`src/design/bdq_pkg.sv`:
```
// Package for the bounded double-ended queue.
// Holds the request codes, status codes, cell command type and default depth.
// No dependencies.
package bdq_pkg;

    localparam int DEPTH_DEFAULT = 16;

    localparam int VALUE_W  = 32;
    localparam int OP_W     = 3;
    localparam int STATUS_W = 2;

    typedef enum logic [OP_W-1:0] {
        OP_PUSH_FRONT = 3'd0,
        OP_PUSH_BACK  = 3'd1,
        OP_DROP_FRONT = 3'd2,
        OP_DROP_BACK  = 3'd3,
        OP_SEARCH     = 3'd4
    } op_t;

    typedef enum logic [STATUS_W-1:0] {
        ST_DONE  = 2'd0,
        ST_EMPTY = 2'd1,
        ST_FULL  = 2'd2
    } status_t;

    // What every cell of the row does at a clock edge.
    typedef enum logic [2:0] {
        CELL_HOLD,
        CELL_SHIFT_UP,
        CELL_SHIFT_DOWN,
        CELL_LOAD,
        CELL_COMPARE,
        CELL_SWEEP
    } cell_op_t;

    typedef struct packed {
        cell_op_t           op;
        logic [VALUE_W-1:0] key;
    } cell_cmd_t;

endpackage

```
`src/design/bdq_cell.sv`:
```
// One storage cell of the queue row: a held value and a search hit flag.
// Depends on bdq_pkg for the cell command type.
module bdq_cell
(
    input  logic                               clk,
    input  logic                               rst_n,
    input  bdq_pkg::cell_cmd_t                 cmd,
    input  logic                               sel,
    input  logic                               held,
    input  logic [bdq_pkg::VALUE_W-1:0]        value_lo,
    input  logic [bdq_pkg::VALUE_W-1:0]        value_hi,
    input  logic                               hit_hi,
    output logic [bdq_pkg::VALUE_W-1:0]        value,
    output logic                               hit
);

    logic [bdq_pkg::VALUE_W-1:0] value_reg;
    logic [bdq_pkg::VALUE_W-1:0] value_next;
    logic                        hit_reg;
    logic                        hit_next;

    always_comb
    begin
        value_next = value_reg;
        hit_next   = hit_reg;
        unique case (cmd.op)
            bdq_pkg::CELL_HOLD:
            begin
                value_next = value_reg;
            end
            bdq_pkg::CELL_SHIFT_UP:
            begin
                value_next = value_lo;
            end
            bdq_pkg::CELL_SHIFT_DOWN:
            begin
                value_next = value_hi;
            end
            bdq_pkg::CELL_LOAD:
            begin
                if (sel)
                begin
                    value_next = cmd.key;
                end
            end
            bdq_pkg::CELL_COMPARE:
            begin
                hit_next = held && (value_reg == cmd.key);
            end
            bdq_pkg::CELL_SWEEP:
            begin
                // Hit flags move one cell toward the front each cycle.
                hit_next = hit_hi;
            end
            default:
            begin
                value_next = value_reg;
            end
        endcase
    end

    always_ff @(posedge clk)
    begin
        value_reg <= value_next;
    end

    always_ff @(posedge clk or negedge rst_n)
    begin
        if (!rst_n)
        begin
            hit_reg <= 1'b0;
        end
        else
        begin
            hit_reg <= hit_next;
        end
    end

    assign value = value_reg;
    assign hit   = hit_reg;

endmodule

```
`src/design/bounded_deque_with_search_top.sv`:
```
// Bounded double-ended queue with search, built as a row of DEPTH shifting cells.
// Pushes, drops, unused codes, empty searches: result in the cycle after the beat;
// one beat per cycle while req_stall is low (no sweep, no stalled reply). A search
// otherwise compares held cells, then the hit flags walk down the row to the front.
// Reset (rst_n low, asynchronous) empties the queue; stored values need no clearing.
// Depends on bdq_pkg and bdq_cell.
module bounded_deque_with_search_top
#(
    parameter int DEPTH = bdq_pkg::DEPTH_DEFAULT,
    localparam int CNT_W = $clog2(DEPTH + 1)
)
(
    input  logic                               clk,
    input  logic                               rst_n,
    input  logic                               req_valid,
    output logic                               req_stall,
    input  logic [bdq_pkg::OP_W-1:0]           operation,
    input  logic signed [bdq_pkg::VALUE_W-1:0] item_value,
    output logic                               rsp_valid,
    input  logic                               rsp_stall,
    output logic [bdq_pkg::STATUS_W-1:0]       status,
    output logic                               found,
    output logic [CNT_W-1:0]                   entry_count
);

    typedef enum logic [0:0] {
        S_IDLE,
        S_SWEEP
    } state_t;

    localparam logic [CNT_W-1:0] FULL_COUNT = CNT_W'(DEPTH);

    state_t                         state_reg;
    state_t                         state_next;
    logic [CNT_W-1:0]               count_reg;
    logic [CNT_W-1:0]               count_next;
    logic [CNT_W-1:0]               sweep_reg;
    logic [CNT_W-1:0]               sweep_next;
    logic                           hit_acc_reg;
    logic                           hit_acc_next;
    logic                           rsp_valid_reg;
    logic                           rsp_valid_next;
    logic [bdq_pkg::STATUS_W-1:0]   status_reg;
    logic [bdq_pkg::STATUS_W-1:0]   status_next;
    logic                           found_reg;
    logic                           found_next;

    logic                           accept;
    bdq_pkg::cell_cmd_t             cmd;
    logic [bdq_pkg::VALUE_W-1:0]    cell_value [DEPTH];
    logic [DEPTH-1:0]               cell_hit;

    assign req_stall = (state_reg != S_IDLE) || (rsp_valid_reg && rsp_stall);
    assign accept    = req_valid && !req_stall;

    always_comb
    begin
        state_next     = state_reg;
        count_next     = count_reg;
        sweep_next     = sweep_reg;
        hit_acc_next   = hit_acc_reg;
        rsp_valid_next = rsp_valid_reg && rsp_stall;
        status_next    = status_reg;
        found_next     = found_reg;
        cmd.op         = bdq_pkg::CELL_HOLD;
        cmd.key        = item_value;

        unique case (state_reg)
            S_IDLE:
            begin
                if (accept)
                begin
                    status_next    = bdq_pkg::ST_DONE;
                    found_next     = 1'b0;
                    rsp_valid_next = 1'b1;
                    unique case (operation)
                        bdq_pkg::OP_PUSH_FRONT, bdq_pkg::OP_PUSH_BACK:
                        begin
                            if (count_reg == FULL_COUNT)
                            begin
                                status_next = bdq_pkg::ST_FULL;
                            end
                            else
                            begin
                                count_next = count_reg + CNT_W'(1);
                                cmd.op = (operation == bdq_pkg::OP_PUSH_FRONT)
                                       ? bdq_pkg::CELL_SHIFT_UP : bdq_pkg::CELL_LOAD;
                            end
                        end
                        bdq_pkg::OP_DROP_FRONT, bdq_pkg::OP_DROP_BACK:
                        begin
                            if (count_reg == '0)
                            begin
                                status_next = bdq_pkg::ST_EMPTY;
                            end
                            else
                            begin
                                count_next = count_reg - CNT_W'(1);
                                if (operation == bdq_pkg::OP_DROP_FRONT)
                                begin
                                    cmd.op = bdq_pkg::CELL_SHIFT_DOWN;
                                end
                            end
                        end
                        bdq_pkg::OP_SEARCH:
                        begin
                            // An empty queue answers at once; otherwise sweep the hits.
                            if (count_reg != '0)
                            begin
                                cmd.op         = bdq_pkg::CELL_COMPARE;
                                rsp_valid_next = 1'b0;
                                sweep_next     = count_reg;
                                hit_acc_next   = 1'b0;
                                state_next     = S_SWEEP;
                            end
                        end
                        default:
                        begin
                            status_next = bdq_pkg::ST_DONE;
                        end
                    endcase
                end
            end
            S_SWEEP:
            begin
                cmd.op       = bdq_pkg::CELL_SWEEP;
                hit_acc_next = hit_acc_reg || cell_hit[0];
                sweep_next   = sweep_reg - CNT_W'(1);
                if (sweep_reg == CNT_W'(1))
                begin
                    rsp_valid_next = 1'b1;
                    status_next    = bdq_pkg::ST_DONE;
                    found_next     = hit_acc_reg || cell_hit[0];
                    state_next     = S_IDLE;
                end
            end
            default:
            begin
                state_next = S_IDLE;
            end
        endcase
    end

    always_ff @(posedge clk or negedge rst_n)
    begin
        if (!rst_n)
        begin
            state_reg     <= S_IDLE;
            count_reg     <= '0;
            sweep_reg     <= '0;
            hit_acc_reg   <= 1'b0;
            rsp_valid_reg <= 1'b0;
            status_reg    <= bdq_pkg::ST_DONE;
            found_reg     <= 1'b0;
        end
        else
        begin
            state_reg     <= state_next;
            count_reg     <= count_next;
            sweep_reg     <= sweep_next;
            hit_acc_reg   <= hit_acc_next;
            rsp_valid_reg <= rsp_valid_next;
            status_reg    <= status_next;
            found_reg     <= found_next;
        end
    end

    // Entry 0 is always the front; the back is entry count - 1.
    for (genvar i = 0; i < DEPTH; i++)
    begin : g_cell
        logic [bdq_pkg::VALUE_W-1:0] lo;
        logic [bdq_pkg::VALUE_W-1:0] hi;
        logic                        hit_hi;

        if (i == 0)
        begin : g_first
            assign lo = item_value;
        end
        else
        begin : g_mid_lo
            assign lo = cell_value[i-1];
        end

        if (i == DEPTH - 1)
        begin : g_last
            assign hi     = '0;
            assign hit_hi = 1'b0;
        end
        else
        begin : g_mid_hi
            assign hi     = cell_value[i+1];
            assign hit_hi = cell_hit[i+1];
        end

        bdq_cell u_cell
        (
            .clk      (clk),
            .rst_n    (rst_n),
            .cmd      (cmd),
            .sel      (count_reg == CNT_W'(i)),
            .held     (CNT_W'(i) < count_reg),
            .value_lo (lo),
            .value_hi (hi),
            .hit_hi   (hit_hi),
            .value    (cell_value[i]),
            .hit      (cell_hit[i])
        );
    end

    assign rsp_valid   = rsp_valid_reg;
    assign status      = status_reg;
    assign found       = found_reg;
    assign entry_count = count_reg;

    a_count_bound: assert property (@(posedge clk) disable iff (!rst_n)
        count_reg <= FULL_COUNT)
        else $error("entry count exceeds depth");

    a_full_means_full: assert property (@(posedge clk) disable iff (!rst_n)
        rsp_valid && (status == bdq_pkg::ST_FULL) |-> entry_count == FULL_COUNT)
        else $error("full status with room left");

    a_empty_means_empty: assert property (@(posedge clk) disable iff (!rst_n)
        rsp_valid && (status == bdq_pkg::ST_EMPTY) |-> entry_count == '0)
        else $error("empty status with entries held");

    a_found_only_done: assert property (@(posedge clk) disable iff (!rst_n)
        rsp_valid && found |-> status == bdq_pkg::ST_DONE && entry_count != '0)
        else $error("found flag on a failed or empty request");

    a_nonsearch_answers: assert property (@(posedge clk) disable iff (!rst_n)
        accept && (operation != bdq_pkg::OP_SEARCH) |=> rsp_valid_reg)
        else $error("non-search beat got no response next cycle");

endmodule

```
`config.mk`:
```
export PLATFORM = sky130hd
export DESIGN_NAME = bounded_deque_with_search_top
export DESIGN_NICKNAME = d
export VERILOG_FILES = /design/src/design/bdq_pkg.sv /design/src/design/bdq_cell.sv /design/src/design/bounded_deque_with_search_top.sv
export SDC_FILE = /design/constraint.sdc
export NUM_CORES = 1
export LEC_CHECK = 0
export ABC_CLOCK_PERIOD_IN_PS = 6670
export BUFFER_PORTS_ARGS = -buffer_cell sky130_fd_sc_hd__buf_2
export CORE_MARGIN = 3
export CORE_UTILIZATION = 52
export DETAILED_ROUTE_END_ITERATION = 8
export PLACE_DENSITY = 0.68
export SLEW_MARGIN = 30
export SYNTH_ARGS = -nofsm -noshare
export SYNTH_HDL_FRONTEND = slang
export SYNTH_SLANG_ARGS = --single-unit
```
`constraint.sdc`:
```
create_clock -name clk -period 6.67 [get_ports clk]
set_clock_uncertainty 0.05 [all_clocks]
set_input_delay 0.3335 -clock clk [delete_from_list [all_inputs] [get_ports clk]]
set_output_delay 0.3335 -clock clk [all_outputs]
set_load 0.02 [all_outputs]
```
==> results.md, run 1 <==
- Routed length on met3: 14300 um
- Gates resized, CTS repair: 0
- Vert. Die Dim: 245 um
- Number of flip-flops under the largest register name: 512
- Total die area: between 50000 and 60000 um^2
- Clock edge transition at the registers on the reported setup and hold paths: roughly 0.060 ns
- Crit-path max cell delay: 0.68 ns
- Finish-stage setup viols: 0
- Post-Layout Cell Count: 3393
- Share of flip-flops with an asynchronous set or reset after synthesis: 0.0588
- Slew HR: 0.248
- Length of routed wiring on met1: approximately 40000 um
- Sum of negative setup slack: 0 ns
- Critical-path cell with the highest stage delay: and3_2
- Number of top-level design ports: between 40 and 50
- Area grow syn2layout: 9.01%
- Cells after synthesis: 2671
- Leak pwr: 0.0116 uW
- Total congestion overflow after global routing: 0
- Drt via density: 6.78
- Fillcell total: 4747
- Most repeated cell in the gate-level netlist after synthesis: nand2_1
- Total wirelength of the detailed-routed design: 102000 um
- Total clock buffers created by CTS: 60
- Clock tree buffer depth: 3
- Path category of the worst min-delay check: in2reg
- Via count: 22992
- Maximum vdd ir drop: 0.219 mV
- Flip-flop and latch count after synthesis: ~540
- Pre-CTS setup slack: 3.01 ns
- Pre-Repair DR Iteration Count: 6
- Estimated wirelength of the detail-placed design: around 71000 um
- Count of maximum capacitance violations: 0
- Run status: complete, no violations
- Final critical path time including I/O delays and setup: 3.73 ns
- Setup slack after layout: roughly 2.9 ns
- Die width: 245 um
- RSZ-0062 raised after global routing: false
- Power density relative to cell area: 316 nW/um^2
- Number of global-route vias before repair: approximately 21000
- Post-synth cell types: 50
- Number of nets in the synthesized netlist: 2717
- Most used flip-flop cell after synthesis: edfxtp_1
- Number of design rule violations left after detail routing: 0
- Category of the worst setup path capture point: register
- Sequential element share of the synthesized area: 0.546
- Yosys top cell by area: edfxtp_1
- Maximum number of pins on one net before global-route repair: 202
- Placeable core region: about 56000 um^2
- Number of buffers inserted by hold repair at cts: 2
- Placed instance count: 3279
- Fraction of final layout cells with drive strength greater than 1: 0.0832
- Post-CTS repair timing setup buffer count: 0
- Top post-synthesis cells by area: edfxtp_1, xnor2_1, a22oi_1, nand2_1, xor2_1
- List of most frequent post-synthesis cells: nand2_1, edfxtp_1, a22oi_1
- Effective utilization at floorplan: 0.532
- Crit path launch type: register
- Iteration-0 DRC Markers: 4291
- Quantity of I/O buffers inserted on ports: 48
- Design area: 32300 um^2
- Cell row count: between 80 and 90
- CTS tree: built
- Crit Path Category: reg2reg
- Count of flip-flops with a built-in enable after synthesis: 512
- Highest layer used for signal routing: met5
- Total count of hold-check failures in the final report: 0
- WL per Instance: 30.1 um
- Synthesized area divided by synthesized cell count: 11.1 um^2
- Global router's overall resource usage: 0.335
- Minimum hold slack: around 0.074 ns
- Number of warnings issued by yosys: 0
- Required time of the critical path: 7.08 ns
- Mapped cell area: 29600 um^2
- Share of the synthesized area in the top cell type: 0.519
- Clk_lat worst skew: roughly 0.64 ns
- Worst EP arrival: 4.14 ns
- Tightest Pin Transition: 1.12 ns
- Total number of nets in the final design: approximately 2600
- Depth of the CTS H-tree: 2
- Cells along the critical path: buf_4 > a21oi_2 > inv_1 > nor3b_4 > and3_2 > buf_4 > nand2_1 > nand2_1
- Initial antenna violation count: 8
- Post-DRT Antenna Nets: 0
- Largest driver fanout on the critical path: 38
- Number of sinks driven by the clock tree: 544
- Final-report max-slew violation count: 0
- Wire length of the first global-routing pass: 150000 um
- Cell at the root of the clock tree: clkbuf_16
- Highest clock frequency the design can meet: 268 MHz
- Cell Area, Placed: a little over 30000 um^2
- Final clock period utilization by the worst path: 0.559
- GPL Wtd Cong: 0.949
- Wire length on met2: 45400 um
critical path: cells and delay by family (launching register included):
family / cells / cell delay [ns]
simple gates: 4 / 1.95
compound gates: 1 / 0.27
flops: 1 / 0.36
buf+inv: 3 / 0.90
cells by family after synthesis:
group,share of synthesized area
AO/OA/AOI/OAI,0.128
XOR/XNOR,0.154
adder cells (fa/ha/maj),0.00295
buffers and inverters,0.0347
flip-flops,0.546
multiplexers,0.0122
AND/OR/NAND/NOR,0.122
area by class of cell:
cell class	count	area [um^2]	area share
Sequential cell	544	16200	0.501
Multi-Input combinational cell	1898	12700	0.392
Clock buffer	82	1630	0.0503
Tap cell	748	936	0.0290
Timing Repair Buffer	83	626	0.0194
Clock inverter	29	255	0.00790
Inverter	8	30.0	0.000929
Antenna cell	1	2.50	0.0000774
stage by stage:
stage / utilization / total power, uW
after floorplan: - / 6090
after global placement: 0.544 / 6820
after detailed placement: 0.545 / 6880
after CTS: 0.579 / 10100
after global routing: 0.580 / 10500
final: 0.580 / 10200
cells in the final DEF (no fill, tap or decap), types with 19 or more instances in the layout:
| cell | count |
|---|---|
| xor2_1 | 119 |
| nor2_1 | 21 |
| nor4_1 | 40 |
| clkbuf_16 | 61 |
| a22oi_1 | 448 |
| clkbuf_1 | 19 |
| nand2_1 | 594 |
| nand4_1 | 112 |
| xnor2_1 | 403 |
| buf_4 | 25 |
| dfrtp_1 | 32 |
| edfxtp_1 | 512 |
| mux2_2 | 32 |
| buf_2 | 48 |
final timing paths:
path	slack, ns	end	start	cells after the start
min in group asynchronous	0.25	g_cell[8].u_cell.hit	rst_n	2
worst max-delay path	2.94	g_cell[5].u_cell.value[4]	state_reg	8
max in group asynchronous	5.83	g_cell[11].u_cell.hit	rst_n	2
worst max register to register	2.94	g_cell[5].u_cell.value[4]	state_reg	8
worst min register to register	0.44	g_cell[9].u_cell.hit	g_cell[10].u_cell.hit	2
worst min-delay path	0.07	status[1]	operation[2]	4
per-layer routing:
metal	GRT usage	vias up
li1	-	9641
met1	0.481	11347
met2	0.504	1813
met3	0.0941	183
met4	0.0851	8
met5	0	-
where the power goes:
group / switching, uW / internal, uW / total, uW
clock network: 1400 / 1880 / 3280
logic: 1380 / 769 / 2150
registers: 451 / 4310 / 4760
total: 3230 / 6970 / 10200
Note: power is estimated with default switching activity, not from simulation.
==> inputs of run 2 (changes only) <==
--- a/config.mk
+++ b/config.mk
@@ -5,12 +5,12 @@
 export SDC_FILE = /design/constraint.sdc
 export NUM_CORES = 1
 export LEC_CHECK = 0
-export ABC_CLOCK_PERIOD_IN_PS = 6670
+export ABC_CLOCK_PERIOD_IN_PS = 3000
 export BUFFER_PORTS_ARGS = -buffer_cell sky130_fd_sc_hd__buf_2
 export CORE_MARGIN = 3
 export CORE_UTILIZATION = 52
 export DETAILED_ROUTE_END_ITERATION = 8
-export PLACE_DENSITY = 0.68
+export PLACE_DENSITY = 0.71
 export SLEW_MARGIN = 30
 export SYNTH_ARGS = -nofsm -noshare
 export SYNTH_HDL_FRONTEND = slang
==> constraint.sdc (replaced) <==
create_clock -name clk -period 3 [get_ports clk]
set_clock_uncertainty 0.05 [all_clocks]
set_input_delay 0.15 -clock clk [delete_from_list [all_inputs] [get_ports clk]]
set_output_delay 0.15 -clock clk [all_outputs]
set_load 0.02 [all_outputs]
==> results.md, run 2 (same netlist as run 1, synthesis figures left out) <==
- Run status: finished, violations left (was complete, no violations)
- Violations in the final reports: setup timing
- Clk_lat worst skew: 0.65 ns (was 0.64 ns)
- Via count: 23813 (was 22992)
- Total wirelength of the detailed-routed design: 115000 um (was 102000 um)
- Total congestion overflow after global routing: 0 (unchanged)
- Destination of the worst register-to-register timing path: g_cell[10].u_cell.hit (was g_cell[5].u_cell.value[4])
- Cell depth of the worst flop-to-flop path: 6 (was 8)
- Post-CTS repair timing setup buffer count: 0 (unchanged)
- Clock tree buffer depth: 3 (unchanged)
- Switching fraction of total power: 0.328 (was 0.317)
- Iteration-0 DRC Markers: 4382 (was 4291)
- Total count of hold-check failures in the final report: 0 (unchanged)
- Final-report max-slew violation count: 0 (unchanged)
- Estimated wirelength of the detail-placed design: 83600 um (was 71300 um)
- Crit path launch type: register (unchanged)
- Die width: 245 um (unchanged)
- Endpoint of the most critical setup path: g_cell[10].u_cell.hit (was g_cell[5].u_cell.value[4])
- WL per Instance: 33.2 um (was 30.1 um)
- Number of flip-flops under the largest register name: 512 (unchanged)
- Setup slack of the most critical reg-to-reg path: -0.09 ns (was 2.94 ns)
- Quantity of I/O buffers inserted on ports: 48 (unchanged)
- Number of design rule violations left after detail routing: 0 (unchanged)
- Total number of nets in the final design: 2721 (was 2641)
- Post-DRT Antenna Nets: 0 (unchanged)
- Placeable core region: 55700 um^2 (unchanged)
- GPL Wtd Cong: 1.12 (was 0.949)
- Clock edge transition at the registers on the reported setup and hold paths: 0.06 ns (about the same)
- Total clock buffers created by CTS: 58 (was 60)
- Flop pwr share: 0.444 (was 0.467)
- Worst EP arrival: 3.59 ns (was 4.14 ns)
- Power share of the combinational group: 0.238 (was 0.211)
- Required time of the critical path: 3.50 ns (was 7.08 ns)
- Beginning of the critical path: entry_count[3] (was state_reg)
- Maximum vdd ir drop: 0.578 mV (was 0.219 mV)
- Most frequent cells in the layout: nand2_1, edfxtp_1, a22oi_1 (unchanged)
- Largest driver fanout on the critical path: 11 (was 38)
- Number of top-level design ports: 49 (unchanged)
- Tightest Pin Transition: 1.06 ns (was 1.12 ns)
- Category of the worst setup path capture point: register (unchanged)
- Slew HR: 0.276 (was 0.248)
- Depth of the CTS H-tree: 2 (unchanged)
- Highest clock frequency the design can meet: 324 MHz (was 268 MHz)
- Most common cell after layout, fill and taps aside: nand2_1 (unchanged)
- Total die area: 59900 um^2 (unchanged)
- Count of maximum capacitance violations: 0 (unchanged)
- Psw: 7700 uW (was 3230 uW)
- Final clock period utilization by the worst path: 1.03 (was 0.559)
- Crit Path Category: reg2reg (unchanged)
- Minimum hold slack: 0.0388 ns (was 0.0741 ns)
- Leak pwr: 0.0121 uW (was 0.0116 uW)
- Cell at the root of the clock tree: clkbuf_16 (unchanged)
- Number of sinks driven by the clock tree: 544 (unchanged)
- Initial antenna violation count: 2 (was 8)
- Maximum number of pins on one net before global-route repair: 179 (was 202)
- Internal cell power: 15800 uW (was 6970 uW)
- CTS tree: built (unchanged)
- Post-Route Utilization: 0.596 (was 0.580)
- Effective utilization at floorplan: 0.532 (unchanged)
- Area grow syn2layout: 12.0% (was 9.01%)
- Fillcell total: 4709 (was 4747)
- Path category of the worst min-delay check: in2reg (unchanged)
- Final critical path time including I/O delays and setup: 3.09 ns (was 3.73 ns)
- Drt via density: 6.86 (was 6.78)
- Fraction of final layout cells with drive strength greater than 1: 0.111 (was 0.0832)
- Wire length of the first global-routing pass: 162000 um (was 150000 um)
- Vert. Die Dim: 245 um (unchanged)
- RSZ-0062 raised after global routing: false (unchanged)
- Finish-stage setup viols: 1 (was 0)
- Clk pwr share: 0.318 (was 0.322)
- Global router's overall resource usage: 0.377 (was 0.335)
- Pre-Repair DR Iteration Count: 6 (unchanged)
- Cell row count: 86 (unchanged)
- Worst reg2reg startpoint: entry_count[3] (was state_reg)
- Power density relative to cell area: 708 nW/um^2 (was 316 nW/um^2)
- Number of global-route vias before repair: 21779 (was 21490)
- Setup slack after layout: -0.0876 ns (was 2.94 ns)
run 2: cell count changes in the layout (fill, tap and decap cells not counted), sizes merged:
cell         delta
buf            +79
clkbuf         -13
clkinv          +6
bufinv          +3
dlygate4sd3     +3
inv             +1
run 2: repair_timing:
action	CTS	global route
hold buffers	5	0
resized for setup	0	0
hold endpoints to repair	39	0
run 2: worst min-delay path by stage:
stage	from	to	slack [ns]	cells after the start
final	req_valid	status[1]	0.04	3
after global routing	req_valid	entry_count[0]	0.06	4
after CTS	req_valid	status[1]	0.02	3
after detailed placement	rst_n	hit_acc_reg	0.18	1
after global placement	rst_n	g_cell[3].u_cell.hit	0.19	1
after floorplan	rst_n	entry_count[0]	-0.20	0
run 2: power by group through the flow:
stage,sequential [uW],clock (uW),combinational (uW)
floorplan,10300,0,3230
global placement,10500,0,5260
detailed placement,10500,0,5370
CTS,10400,7470,5410
global route,10500,7770,5800
finish,10400,7470,5590
run 2: worst max-delay path, cell delays in order, from the launching register on:
cell       delay [ns]
dfrtp_1          0.47
buf_4            0.26
nor2_1           0.14
nand4b_1         0.41
a2111oi_0        1.03
nand4_1          0.44
o211ai_1         0.20
run 2: cell type report:
class	count	area, um^2	share of cell area
diodes	1	2.50	0.0000754
multi-input cells	1898	12600	0.381
well taps	748	936	0.0282
clock inverters	39	402	0.0121
inverters	8	30.0	0.000905
clock buffers	69	1510	0.0456
repair buffers	165	1490	0.0449
flip-flops and latches	544	16200	0.487
run 2: through the flow:
stage / std cells / setup slack, ns / TNS (ns) / total power (uW) / cell area, um^2
6_report: 3472 / -0.0876 / -0.0876 / 23500 / 33200
5_1_grt: 3471 / 0.0204 / 0 / 24100 / 33200
4_1_cts: 3471 / 0.226 / 0 / 23300 / 33200
3_5_place_dp: 3358 / 0.265 / 0 / 15900 / 31200
3_3_place_gp: 3357 / 0.156 / 0 / 15800 / 31200
2_1_floorplan: 2671 / -0.130 / -25.05 / 13600 / 29800
run 2: routing by layer:
metal	vias up	global-route usage	share of wire
li1	9799	-	-
met1	11706	0.518	0.37
met2	2004	0.559	0.43
met3	304	0.0958	0.14
met4	0	0.183	0.062
met5	-	0	0
